File: config.mk
export PLATFORM = sky130hd
export DESIGN_NAME = midi_track_event_parser
export DESIGN_NICKNAME = d
export VERILOG_FILES = /design/src/sv/mtep_pkg.sv /design/src/sv/midi_track_event_parser.sv /design/src/sv/mtep_delay_pipe.sv
export SDC_FILE = /design/constraint.sdc
export NUM_CORES = 2
export LEC_CHECK = 0
export BUFFER_PORTS_ARGS = -buffer_cell sky130_fd_sc_hd__buf_2
export CORE_UTILIZATION = 70
export CTS_BUF_LIST = sky130_fd_sc_hd__clkbuf_8
export DETAILED_ROUTE_END_ITERATION = 16
export PLACE_DENSITY = 0.94
export SLEW_MARGIN = 20
export SYNTH_ARGS = -nofsm -noshare
export SYNTH_HDL_FRONTEND = slang
export SYNTH_HIERARCHICAL = 1
export SYNTH_SLANG_ARGS = --single-unit
File: constraint.sdc
create_clock -name clock -period 20.3 [get_ports clock]
set_input_delay 2.03 -clock clock [delete_from_list [all_inputs] [get_ports clock]]
set_output_delay 2.03 -clock clock [all_outputs]
set_load 0.005 [all_outputs]
File: src/sv/mtep_pkg.sv
// ----------------------------------------------------------------------------
// MIDI track event parser package
// Shared types, codes and constants for the track event parser.
// ----------------------------------------------------------------------------
package mtep_pkg;

   localparam int unsigned MAX_VLQ_BYTES_DEF = 4;
   localparam int unsigned TEMPO_BITS_DEF    = 24;

   localparam int unsigned CSR_W   = 24;
   localparam int unsigned VALUE_W = 45;
   localparam int unsigned BYTE_W  = 8;

   localparam logic [CSR_W-1:0]   INIT_TEMPO = 24'd500000;
   localparam logic [VALUE_W-1:0] VALUE_MAX  = '1;

   // delay = delta * tempo / 250
   localparam logic [7:0]   DELAY_DIV   = 8'd250;
   localparam logic [127:0] DELAY_DIV_W = 128'd250;
   localparam int unsigned  DIV_SHIFT   = 8;

   // result kinds
   localparam logic [1:0] KIND_DELAY = 2'd0;
   localparam logic [1:0] KIND_MSG   = 2'd1;
   localparam logic [1:0] KIND_TEMPO = 2'd2;

   // status codes
   localparam logic [3:0] ST_NOTE_OFF  = 4'h8;
   localparam logic [3:0] ST_NOTE_ON   = 4'h9;
   localparam logic [3:0] ST_CTRL      = 4'hb;
   localparam logic [3:0] ST_PROG      = 4'hc;
   localparam logic [3:0] ST_BEND      = 4'he;
   localparam logic [7:0] ST_META      = 8'hff;
   localparam logic [7:0] ST_SYSEX     = 8'hf0;
   localparam logic [7:0] META_TEMPO   = 8'h51;

   typedef enum logic [2:0] {
      PH_DELTA,
      PH_STATUS,
      PH_DATA,
      PH_META_TYPE,
      PH_META_LEN,
      PH_SYSEX_LEN,
      PH_SKIP
   } phase_type;

   typedef struct packed {
      logic [1:0] kind;
      logic       msg_last;
   } tag_type;

   // ceil(2^(bits+8) / 250): exact reciprocal for any bits-wide dividend
   function automatic logic [127:0] div_recip(input int unsigned bits);
      logic [127:0] num;
      num = 128'd1 << (bits + DIV_SHIFT);
      return (num + DELAY_DIV_W - 128'd1) / DELAY_DIV_W;
   endfunction

endpackage

File: src/sv/midi_track_event_parser.sv
// ----------------------------------------------------------------------------
// MIDI track event parser
// Parses a standard MIDI file track one byte per transfer: delay per event,
// forwarded channel messages, and tempo updates from tempo meta events.
//
//   channel   dir  tdata / data            tuser   tlast
//   req_      in   [7:0] data_byte         -       last_in
//   rsp_      out  [44:0] value            kind    msg_last
//   csr_      in   [23:0] initial_tempo    -       -
//
// One byte per cycle while the delay pipeline keeps req_tready high; each result passes
// through the delay pipeline (reciprocal multiplies, partial products, saturating sum).
// Synchronous reset clears parser state and loads tempo 500000.
// With rsp_tready low the six pipeline stages fill before req_tready drops.
// ----------------------------------------------------------------------------
module midi_track_event_parser #(
   parameter int unsigned MAX_VLQ_BYTES = mtep_pkg::MAX_VLQ_BYTES_DEF,
   parameter int unsigned TEMPO_BITS    = mtep_pkg::TEMPO_BITS_DEF
) (
   input  logic                          clock,
   input  logic                          reset,
   input  logic                          req_tvalid,
   output logic                          req_tready,
   input  logic [7:0]                    req_tdata,   // [7:0] data_byte
   input  logic                          req_tlast,   // last_in
   output logic                          rsp_tvalid,
   input  logic                          rsp_tready,
   output logic [47:0]                   rsp_tdata,   // [44:0] value, rest zero
   output logic [1:0]                    rsp_tuser,   // [1:0] kind
   output logic                          rsp_tlast,   // msg_last
   input  logic                          csr_valid,
   output logic                          csr_ready,
   input  logic [mtep_pkg::CSR_W-1:0]    csr_data     // [23:0] initial_tempo
);
   import mtep_pkg::*;

   localparam int unsigned DW = 7 * MAX_VLQ_BYTES;
   localparam int unsigned TW = TEMPO_BITS;
   localparam int unsigned NW = $clog2(MAX_VLQ_BYTES + 1);
   localparam logic [DW-1:0] VLQ_MAX = '1;

   phase_type phase_ff, phase_in;
   logic [CSR_W-1:0] init_tempo_ff;
   logic [DW-1:0] delta_ff, delta_in;
   logic [DW-1:0] skip_ff, skip_in;
   logic [NW-1:0] vlq_cnt_ff, vlq_cnt_in;
   logic [1:0]    left_ff, left_in;
   logic [TW-1:0] tempo_now_ff, tempo_now_in;
   logic [TW-1:0] tacc_ff, tacc_in;
   logic          is_tempo_ff, is_tempo_in;

   logic          req_fire;
   logic [7:0]    b;
   logic [3:0]    hi;
   logic          is_chan;
   logic [DW-1:0] vlq_src, vlq_acc;
   logic [NW-1:0] vlq_cnt_new;
   logic          vlq_sat, vlq_done;
   logic [1:0]    left_dec;
   logic [DW-1:0] skip_dec;
   logic [TW-1:0] tacc_shift;

   logic          emit;
   tag_type       emit_tag;
   logic [TW-1:0] emit_tempo;
   logic          pipe_ready;
   tag_type       out_tag;
   logic [VALUE_W-1:0] out_value;

   assign req_fire = req_tvalid && req_tready;
   assign b        = req_tdata;
   assign hi       = req_tdata[7:4];
   assign is_chan  = (hi == ST_NOTE_OFF) || (hi == ST_NOTE_ON) || (hi == ST_CTRL)
                  || (hi == ST_BEND) || (hi == ST_PROG);

   assign vlq_src     = (phase_ff == PH_DELTA) ? delta_ff : skip_ff;
   assign vlq_sat     = vlq_cnt_ff >= NW'(MAX_VLQ_BYTES);
   assign vlq_acc     = vlq_sat ? VLQ_MAX : DW'({vlq_src, b[6:0]});
   assign vlq_done    = !b[7];
   assign vlq_cnt_new = vlq_done ? '0 : (vlq_sat ? vlq_cnt_ff : vlq_cnt_ff + NW'(1));
   assign left_dec    = left_ff - 2'd1;
   assign skip_dec    = skip_ff - DW'(1);
   assign tacc_shift  = is_tempo_ff ? TW'({tacc_ff, b}) : tacc_ff;

   // next phase
   always_comb begin
      phase_in = phase_ff;
      unique case (phase_ff)
         PH_DELTA: begin
            if (vlq_done) phase_in = PH_STATUS;
         end
         PH_STATUS: begin
            priority if (is_chan)      phase_in = PH_DATA;
            else if (b == ST_META)     phase_in = PH_META_TYPE;
            else if (b == ST_SYSEX)    phase_in = PH_SYSEX_LEN;
            else                       phase_in = PH_DELTA;
         end
         PH_DATA: begin
            if (left_dec == 2'd0) phase_in = PH_DELTA;
         end
         PH_META_TYPE: phase_in = PH_META_LEN;
         PH_META_LEN, PH_SYSEX_LEN: begin
            if (vlq_done) phase_in = (vlq_acc != '0) ? PH_SKIP : PH_DELTA;
         end
         PH_SKIP: begin
            if (skip_dec == '0) phase_in = PH_DELTA;
         end
         default: phase_in = PH_DELTA;
      endcase
      if (req_tlast) phase_in = PH_DELTA;
   end

   // datapath and results
   always_comb begin
      delta_in     = delta_ff;
      skip_in      = skip_ff;
      vlq_cnt_in   = vlq_cnt_ff;
      left_in      = left_ff;
      tempo_now_in = tempo_now_ff;
      tacc_in      = tacc_ff;
      is_tempo_in  = is_tempo_ff;
      emit         = 1'b0;
      emit_tag     = '{kind: KIND_DELAY, msg_last: 1'b0};
      emit_tempo   = tempo_now_ff;
      unique case (phase_ff)
         PH_DELTA: begin
            vlq_cnt_in = vlq_cnt_new;
            if (vlq_done) begin
               emit     = 1'b1;
               delta_in = '0;
            end else begin
               delta_in = vlq_acc;
            end
         end
         PH_STATUS: begin
            if (is_chan) begin
               emit          = 1'b1;
               emit_tag.kind = KIND_MSG;
               emit_tempo    = TW'(b);
               left_in       = (hi == ST_PROG) ? 2'd1 : 2'd2;
            end else if (b == ST_SYSEX) begin
               vlq_cnt_in  = '0;
               skip_in     = '0;
               is_tempo_in = 1'b0;
            end
         end
         PH_DATA: begin
            left_in           = left_dec;
            emit              = 1'b1;
            emit_tag.kind     = KIND_MSG;
            emit_tag.msg_last = (left_dec == 2'd0);
            emit_tempo        = TW'(b);
         end
         PH_META_TYPE: begin
            is_tempo_in = (b == META_TEMPO);
            vlq_cnt_in  = '0;
            skip_in     = '0;
         end
         PH_META_LEN, PH_SYSEX_LEN: begin
            vlq_cnt_in = vlq_cnt_new;
            skip_in    = vlq_acc;
            if (vlq_done) begin
               tacc_in = '0;
               if (vlq_acc == '0 && phase_ff == PH_META_LEN && is_tempo_ff) begin
                  tempo_now_in  = '0;
                  emit          = 1'b1;
                  emit_tag.kind = KIND_TEMPO;
                  emit_tempo    = '0;
               end
            end
         end
         PH_SKIP: begin
            tacc_in = tacc_shift;
            skip_in = skip_dec;
            if (skip_dec == '0) begin
               if (is_tempo_ff) begin
                  tempo_now_in  = tacc_shift;
                  emit          = 1'b1;
                  emit_tag.kind = KIND_TEMPO;
                  emit_tempo    = tacc_shift;
               end
               is_tempo_in = 1'b0;
            end
         end
         default: begin
            delta_in     = '0;
            skip_in      = '0;
            vlq_cnt_in   = '0;
            left_in      = 2'd0;
            tacc_in      = '0;
            is_tempo_in  = 1'b0;
            tempo_now_in = TW'(init_tempo_ff);
         end
      endcase
      if (req_tlast) begin
         delta_in     = '0;
         skip_in      = '0;
         vlq_cnt_in   = '0;
         left_in      = 2'd0;
         tacc_in      = '0;
         is_tempo_in  = 1'b0;
         tempo_now_in = TW'(init_tempo_ff);
      end
   end

   always_ff @(posedge clock) begin
      if (reset) begin
         phase_ff      <= PH_DELTA;
         init_tempo_ff <= INIT_TEMPO;
         delta_ff      <= '0;
         skip_ff       <= '0;
         vlq_cnt_ff    <= '0;
         left_ff       <= 2'd0;
         tempo_now_ff  <= TW'(INIT_TEMPO);
         tacc_ff       <= '0;
         is_tempo_ff   <= 1'b0;
      end else begin
         if (csr_valid) init_tempo_ff <= csr_data;
         if (req_fire) begin
            phase_ff     <= phase_in;
            delta_ff     <= delta_in;
            skip_ff      <= skip_in;
            vlq_cnt_ff   <= vlq_cnt_in;
            left_ff      <= left_in;
            tempo_now_ff <= tempo_now_in;
            tacc_ff      <= tacc_in;
            is_tempo_ff  <= is_tempo_in;
         end
      end
   end

   assign csr_ready  = 1'b1;
   assign req_tready = pipe_ready;

   mtep_delay_pipe #(
      .DELTA_BITS (DW),
      .TEMPO_BITS (TW)
   ) u_pipe (
      .clock     (clock),
      .reset     (reset),
      .in_valid  (req_tvalid && emit),
      .in_ready  (pipe_ready),
      .in_tag    (emit_tag),
      .in_delta  (vlq_acc),
      .in_tempo  (emit_tempo),
      .out_valid (rsp_tvalid),
      .out_ready (rsp_tready),
      .out_tag   (out_tag),
      .out_value (out_value)
   );

   assign rsp_tdata = {3'b000, out_value};
   assign rsp_tuser = out_tag.kind;
   assign rsp_tlast = out_tag.msg_last;

endmodule

File: src/sv/mtep_delay_pipe.sv
// ----------------------------------------------------------------------------
// Delay pipeline
// Six-stage result pipeline computing delta*tempo/250 with saturation;
// message bytes and tempo updates ride through in order. Per-stage ready
// lets bubbles collapse.
// ----------------------------------------------------------------------------
module mtep_delay_pipe #(
   parameter int unsigned DELTA_BITS = 28,
   parameter int unsigned TEMPO_BITS = 24
) (
   input  logic                               clock,
   input  logic                               reset,
   input  logic                               in_valid,
   output logic                               in_ready,
   input  mtep_pkg::tag_type                  in_tag,
   input  logic [DELTA_BITS-1:0]              in_delta,
   input  logic [TEMPO_BITS-1:0]              in_tempo,
   output logic                               out_valid,
   input  logic                               out_ready,
   output mtep_pkg::tag_type                  out_tag,
   output logic [mtep_pkg::VALUE_W-1:0]       out_value
);
   import mtep_pkg::*;

   localparam int unsigned DW  = DELTA_BITS;
   localparam int unsigned TW  = TEMPO_BITS;
   localparam int unsigned DPW = 2 * DW + 1;
   localparam int unsigned TPW = 2 * TW + 1;
   localparam int unsigned DRW = DW + 8;
   localparam int unsigned TRW = TW + 8;
   localparam int unsigned AW  = DW + TW;
   localparam int unsigned SW  = AW + 1;
   localparam int unsigned FW  = (SW + 1 > VALUE_W + 1) ? SW + 1 : VALUE_W + 1;
   localparam int unsigned CPW = 33;

   localparam logic [DW:0] MD = (DW + 1)'(div_recip(DW));
   localparam logic [TW:0] MT = (TW + 1)'(div_recip(TW));
   localparam logic [16:0] MC = 17'(div_recip(16));

   logic v1_ff, v2_ff, v3_ff, v4_ff, v5_ff, v6_ff;
   logic rdy1, rdy2, rdy3, rdy4, rdy5, rdy6;

   tag_type tag1_ff, tag2_ff, tag3_ff, tag4_ff, tag5_ff, tag6_ff;
   logic [DW-1:0] d1_ff, d2_ff, d3_ff;
   logic [TW-1:0] t1_ff, t2_ff, t3_ff, t4_ff, t5_ff;
   logic [DW-1:0] dq2_ff, dq3_ff;
   logic [TW-1:0] tq2_ff, tq3_ff;
   logic [7:0]    dr3_ff, tr3_ff;
   logic [AW-1:0] a4_ff;
   logic [DRW-1:0] b4_ff;
   logic [15:0]   c4_ff;
   logic [SW-1:0] s5_ff;
   logic [7:0]    cq5_ff;
   logic [VALUE_W-1:0] val6_ff;

   logic [DPW-1:0] dq_prod;
   logic [TPW-1:0] tq_prod;
   logic [DRW-1:0] dq_x250;
   logic [TRW-1:0] tq_x250;
   logic [CPW-1:0] cq_prod;
   logic [FW-1:0]  sum_in;
   logic [VALUE_W-1:0] val6_in;

   assign rdy6     = !v6_ff || out_ready;
   assign rdy5     = !v5_ff || rdy6;
   assign rdy4     = !v4_ff || rdy5;
   assign rdy3     = !v3_ff || rdy4;
   assign rdy2     = !v2_ff || rdy3;
   assign rdy1     = !v1_ff || rdy2;
   assign in_ready = rdy1;

   assign dq_prod = DPW'(d1_ff) * DPW'(MD);
   assign tq_prod = TPW'(t1_ff) * TPW'(MT);
   assign dq_x250 = DRW'(dq2_ff) * DRW'(DELAY_DIV);
   assign tq_x250 = TRW'(tq2_ff) * TRW'(DELAY_DIV);
   assign cq_prod = CPW'(c4_ff) * CPW'(MC);
   assign sum_in  = FW'(s5_ff) + FW'(cq5_ff);

   always_comb begin
      if (tag5_ff.kind == KIND_DELAY) begin
         val6_in = (sum_in > FW'(VALUE_MAX)) ? VALUE_MAX : VALUE_W'(sum_in);
      end else begin
         val6_in = VALUE_W'(t5_ff);
      end
   end

   always_ff @(posedge clock) begin
      if (reset) begin
         v1_ff <= 1'b0;
         v2_ff <= 1'b0;
         v3_ff <= 1'b0;
         v4_ff <= 1'b0;
         v5_ff <= 1'b0;
         v6_ff <= 1'b0;
      end else begin
         if (rdy1) v1_ff <= in_valid;
         if (rdy2) v2_ff <= v1_ff;
         if (rdy3) v3_ff <= v2_ff;
         if (rdy4) v4_ff <= v3_ff;
         if (rdy5) v5_ff <= v4_ff;
         if (rdy6) v6_ff <= v5_ff;
      end
   end

   always_ff @(posedge clock) begin
      if (rdy1) begin
         tag1_ff <= in_tag;
         d1_ff   <= in_delta;
         t1_ff   <= in_tempo;
      end
      if (rdy2) begin
         tag2_ff <= tag1_ff;
         d2_ff   <= d1_ff;
         t2_ff   <= t1_ff;
         dq2_ff  <= DW'(dq_prod >> (DW + DIV_SHIFT));
         tq2_ff  <= TW'(tq_prod >> (TW + DIV_SHIFT));
      end
      if (rdy3) begin
         tag3_ff <= tag2_ff;
         d3_ff   <= d2_ff;
         t3_ff   <= t2_ff;
         dq3_ff  <= dq2_ff;
         tq3_ff  <= tq2_ff;
         dr3_ff  <= 8'(DRW'(d2_ff) - dq_x250);
         tr3_ff  <= 8'(TRW'(t2_ff) - tq_x250);
      end
      if (rdy4) begin
         tag4_ff <= tag3_ff;
         t4_ff   <= t3_ff;
         a4_ff   <= AW'(d3_ff) * AW'(tq3_ff);
         b4_ff   <= DRW'(dq3_ff) * DRW'(tr3_ff);
         c4_ff   <= 16'(dr3_ff) * 16'(tr3_ff);
      end
      if (rdy5) begin
         tag5_ff <= tag4_ff;
         t5_ff   <= t4_ff;
         s5_ff   <= SW'(a4_ff) + SW'(b4_ff);
         cq5_ff  <= 8'(cq_prod >> (16 + DIV_SHIFT));
      end
      if (rdy6) begin
         tag6_ff <= tag5_ff;
         val6_ff <= val6_in;
      end
   end

   assign out_valid = v6_ff;
   assign out_tag   = tag6_ff;
   assign out_value = val6_ff;

endmodule

==> out/results.md <==
* number of global-route vias before repair: 55,400
* largest net degree at the start of global routing: 113
* fill count: 6,228
* R2R Path Start: u_pipe/d1_ff[10]$_DFFE_PP_
* Layout Cells excl Fill: 8,442
* final clock skew: 0.0426 ns
* sequential group share of total power: 20.4%
* part of the power in the clock network: 10.9%
* # port buffers: 87
* run status: finished, final reports clean
* main flop type after synthesis: edfxtp_1
* CTS hold repair buffers: 0
* post-synthesis instance area: 71,900 µm²
* VDD IR-drop max: 273 µV
* die area: 104,000 µm²
* # Max-Cap Violations: 0
* vertical die dimension: 323 µm
* highest net fanout along the worst path: 10
* hold slack final: 0.381 ns
* post-layout net count: 9,015
* clock transition at the registers of the reported paths: 0.08 ns
* synthesis-to-layout area growth: 4.95%
* Reg2Reg Depth: 22
* sort of element at the end of the critical path: flop
* Achievable Freq: 0.122 GHz
* num ports: 92
* Pins Over Slew Limit: 0
* final RePlAce weighted congestion: 0.958
* slowest library cell on the worst path: o31ai_1
* Cell Int Power: 0.00522 W
* count of different cell masters after synthesis: 93
* fraction of power consumed by combinational cells: 68.8%
* clock latency on the worst-skew pair: 0.77 ns
* number of clock sinks seen by CTS: 629
* number of enable flip-flop cells after synthesis: 501
* final number of hold-violating endpoints: 0
* number of DRC markers after the initial detailed-route iteration: 5,336
* via density per instance: 6.15
* number of antenna violations at the first check in global routing: 7
* relative max-transition margin: 14.6%
* layout cells sized above 1: 4.48%
* chain of cells forming the critical path: ha_1 -> fa_1 -> inv_1 -> fa_1 -> fa_1 -> inv_1 -> fa_1 -> fa_1 -> inv_1 -> fa_1 -> inv_1 -> ha_1 -> nand3_1 -> nor2_1 -> nand4b_1 -> o211ai_1 -> a41oi_1 -> o31ai_1 -> a211oi_2 -> a311oi_1 -> o21ai_0 -> a211oi_1
* standby leakage power: 38.0 nW
* routed wire length: 186,000 µm
* Worst R2R Setup Slack: 12.10 ns
* grt ovf: 0
* H-tree level count: 3
* horizontal die dimension: 323 µm
* first-pass GRT wire length: 291,000 µm
* all-layer global routing usage: 36.3%
* antenna-violating nets left: 0
* number of post-CTS setup repair buffers: 0
* startpoint type of the worst setup path: flop
* startpoint of the lowest-slack hold path: u_pipe/t2_ff[9]$_DFFE_PP_
* family of cells with the greatest summed delay on the critical path: adder cells
* setup violators final: 0
* Final period util: 40.4%
* Inserted Clock Buffers: 97
* post-layout total power: 0.0100 W
* Std-Cell Core Area: 102,000 µm²
* number of vias after detailed routing: 52,000
* standard-cell row count: 117
* gate count of the mapped netlist: 6,977
* Starting Density: 70.7%
* summed negative setup slack over all endpoints: 0 ns
* number of buffer and inverter stages on the critical path: 4
* setup repair after global routing missed its margin: no
* CTS root buf: clkbuf_8
* mean instance size in the synthesized netlist: 10.3 µm²
* total of flip-flops plus latches after synthesis: 629
* most frequent standard cell in the layout excluding fill and tap cells: inv_1
* estimated wirelength of the detail-placed design: 142,000 µm
* instance count along the most critical hold path: 0
* time the worst path needs with I/O delays and setup: 8.20 ns
* worst-case hold path end point: u_pipe/t3_ff[9]$_DFFE_PP_
* sequential element share of the synthesized area: 24.5%
* endpoint arrival time on the critical path: 8.77 ns
* warning count from the yosys run: 6
* number of cells in the design after placement: 8,258
* classification of the worst-slack hold path: reg -> reg
* worst reg2reg endpoint: u_pipe/dq2_ff[18]$_DFFE_PP_
* startpoint-to-endpoint class of the critical path: reg -> reg
* async set-reset flop share out of synthesis: 0%
* areal power density over the cells: 133 nW/µm²
* DRC violation count after routing: 0
* # resized after CTS: 0
* critical path's largest stage delay: 1.03 ns
* maximum buffer depth of the clock tree: 3
* Switch Pwr: 0.00480 W
* commonest cells after routing, fill and taps aside: 1,512 x inv_1, 1,011 x fa_1, 974 x ha_1, 627 x nand2_1, 501 x edfxtp_1
* required time reported for the critical path endpoint: 20.86 ns
* CTS tree: done
* pin slew with the least headroom to its limit: 1.28 ns
* routed length per placed instance: 22.0 µm
* fraction of power spent switching nets: 47.9%
* cell type with the highest occurrence count on the critical path: fa_1
* DR pass1 iterations: 7
-- per-stage QoR --
step	area [µm²]	utilization, %	worst slack, ns
detailed placement	73500	72.2	12.25
finish	75500	74.2	12.10
CTS	75400	74.1	12.12
global route	75500	74.2	11.76
global placement	73400	72.2	12.64
floorplan	71900	-	13.71
-- cell families after synthesis --
kind of cell | after synthesis | share of synthesized area (%)
muxes | 23 | 0.338
other | 2 | 0.0104
xor gates and xnor gates | 245 | 2.98
AOI/OAI and AO/OA | 793 | 7.25
buffers and inverters | 1690 | 8.96
DFF | 629 | 24.5
adders and majority gates | 1985 | 45.1
and+or+nand+nor | 1610 | 10.9
-- flip-flops by register name, indices dropped and copies added, names as in the netlist, 21 cells and up --
name              flops
u_pipe/t1_ff         24
u_pipe/a4_ff         45
u_pipe/out_value     45
u_pipe/d2_ff         28
u_pipe/d1_ff         28
tempo_now_ff         24
u_pipe/dq2_ff        21
u_pipe/t2_ff         24
u_pipe/s5_ff         46
u_pipe/t5_ff         24
u_pipe/dq3_ff        21
init_tempo_ff        24
delta_ff             21
skip_ff              28
u_pipe/b4_ff         29
u_pipe/t4_ff         24
u_pipe/t3_ff         24
u_pipe/d3_ff         28
-- how the worst max path moves through the flow --
| stage | from | end | slack, ns | cells after the start |
|---|---|---|---|---|
| final | u_pipe/d1_ff[10]$_DFFE_PP_ | u_pipe/dq2_ff[18]$_DFFE_PP_ | 12.10 | 22 |
| after global routing | u_pipe/d1_ff[10]$_DFFE_PP_ | u_pipe/dq2_ff[18]$_DFFE_PP_ | 11.76 | 22 |
| after CTS | u_pipe/d1_ff[10]$_DFFE_PP_ | u_pipe/dq2_ff[18]$_DFFE_PP_ | 12.12 | 22 |
| after detailed placement | u_pipe/d1_ff[10]$_DFFE_PP_ | u_pipe/dq2_ff[18]$_DFFE_PP_ | 12.25 | 22 |
| after global placement | u_pipe/d1_ff[10]$_DFFE_PP_ | u_pipe/dq2_ff[19]$_DFFE_PP_ | 12.64 | 22 |
| after floorplan | u_pipe/tq3_ff[8]$_DFFE_PP_ | u_pipe/a4_ff[41]$_DFFE_PP_ | 13.71 | 23 |
-- layout make-up --
cell class / count / area (µm²) / share of cell area [%]
Multi-Input combinational cell: 4660 / 47900 / 63.5
Inverter: 1484 / 5570 / 7.39
Timing Repair Buffer: 120 / 719 / 0.953
Sequential cell: 629 / 17600 / 23.3
Antenna cell: 3 / 7.51 / 0.00995
Clock buffer: 104 / 1430 / 1.90
Clock inverter: 74 / 502 / 0.665
Tap cell: 1368 / 1710 / 2.27
-- worst reg2reg max path: stages (launching register included) --
cell and delay (ns):
edfxtp_1 0.64, ha_1 0.49, fa_1 0.52, inv_1 0.06, fa_1 0.50, fa_1 0.52
inv_1 0.05, fa_1 0.48, fa_1 0.56, inv_1 0.06, fa_1 0.54, inv_1 0.05
ha_1 0.36, nand3_1 0.09, nor2_1 0.15, nand4b_1 0.12, o211ai_1 0.28, a41oi_1 0.22
o31ai_1 1.03, a211oi_2 0.35, a311oi_1 0.48, o21ai_0 0.17, a211oi_1 0.33
-- synthesized netlist by cell type, types with 11 or more instances --
cell type / instances / share of area, %
fa_1: 1011 / 28
a21o_1: 80 / 0.84
xnor2_1: 168 / 2.0
a22oi_1: 42 / 0.44
nand3_1: 73 / 0.51
a21oi_1: 255 / 1.8
nand3b_1: 22 / 0.23
nand4_1: 36 / 0.31
a22o_1: 31 / 0.38
or3_1: 11 / 0.096
and3_1: 38 / 0.33
a211o_1: 16 / 0.19
mux2i_1: 22 / 0.31
nand2_1: 629 / 3.3
edfxtp_1: 501 / 21
and4_1: 11 / 0.13
o21ai_0: 113 / 0.79
dfxtp_1: 128 / 3.6
nor2_1: 279 / 1.5
o211ai_1: 14 / 0.15
o21bai_1: 28 / 0.29
clkbuf_1: 177 / 0.92
a31oi_1: 36 / 0.31
ha_1: 974 / 17
nor2b_1: 40 / 0.35
and2_1: 313 / 2.7
o21a_1: 25 / 0.26
a221o_1: 17 / 0.24
o31ai_1: 11 / 0.11
nand2b_1: 30 / 0.26
nor4_1: 17 / 0.15
xor2_1: 77 / 0.94
or2_2: 17 / 0.15
inv_1: 1484 / 7.7
nor3_1: 57 / 0.40
a211oi_1: 33 / 0.34
-- metal layers --
metal | vias up | share of wire [%] | wire (µm) | track usage (%)
met5 | - | 0.031 | 58 | 0
met4 | 2 | 5.7 | 10500 | 18.3
met3 | 915 | 11 | 19600 | 8.08
met2 | 3249 | 48 | 88900 | 60.5
met1 | 25300 | 36 | 66600 | 44.6
li1 | 22500 | - | - | -
-- power by group through the flow --
stage                     logic (W)  clock network (W)  registers, W
final                       0.00689            0.00109       0.00204
after global routing        0.00767            0.00114       0.00204
after CTS                   0.00673            0.00110       0.00204
after detailed placement    0.00656                  0       0.00206
after global placement      0.00597                  0       0.00205
after floorplan             0.00485                  0       0.00188
Note: power is estimated with default switching activity, not from simulation.
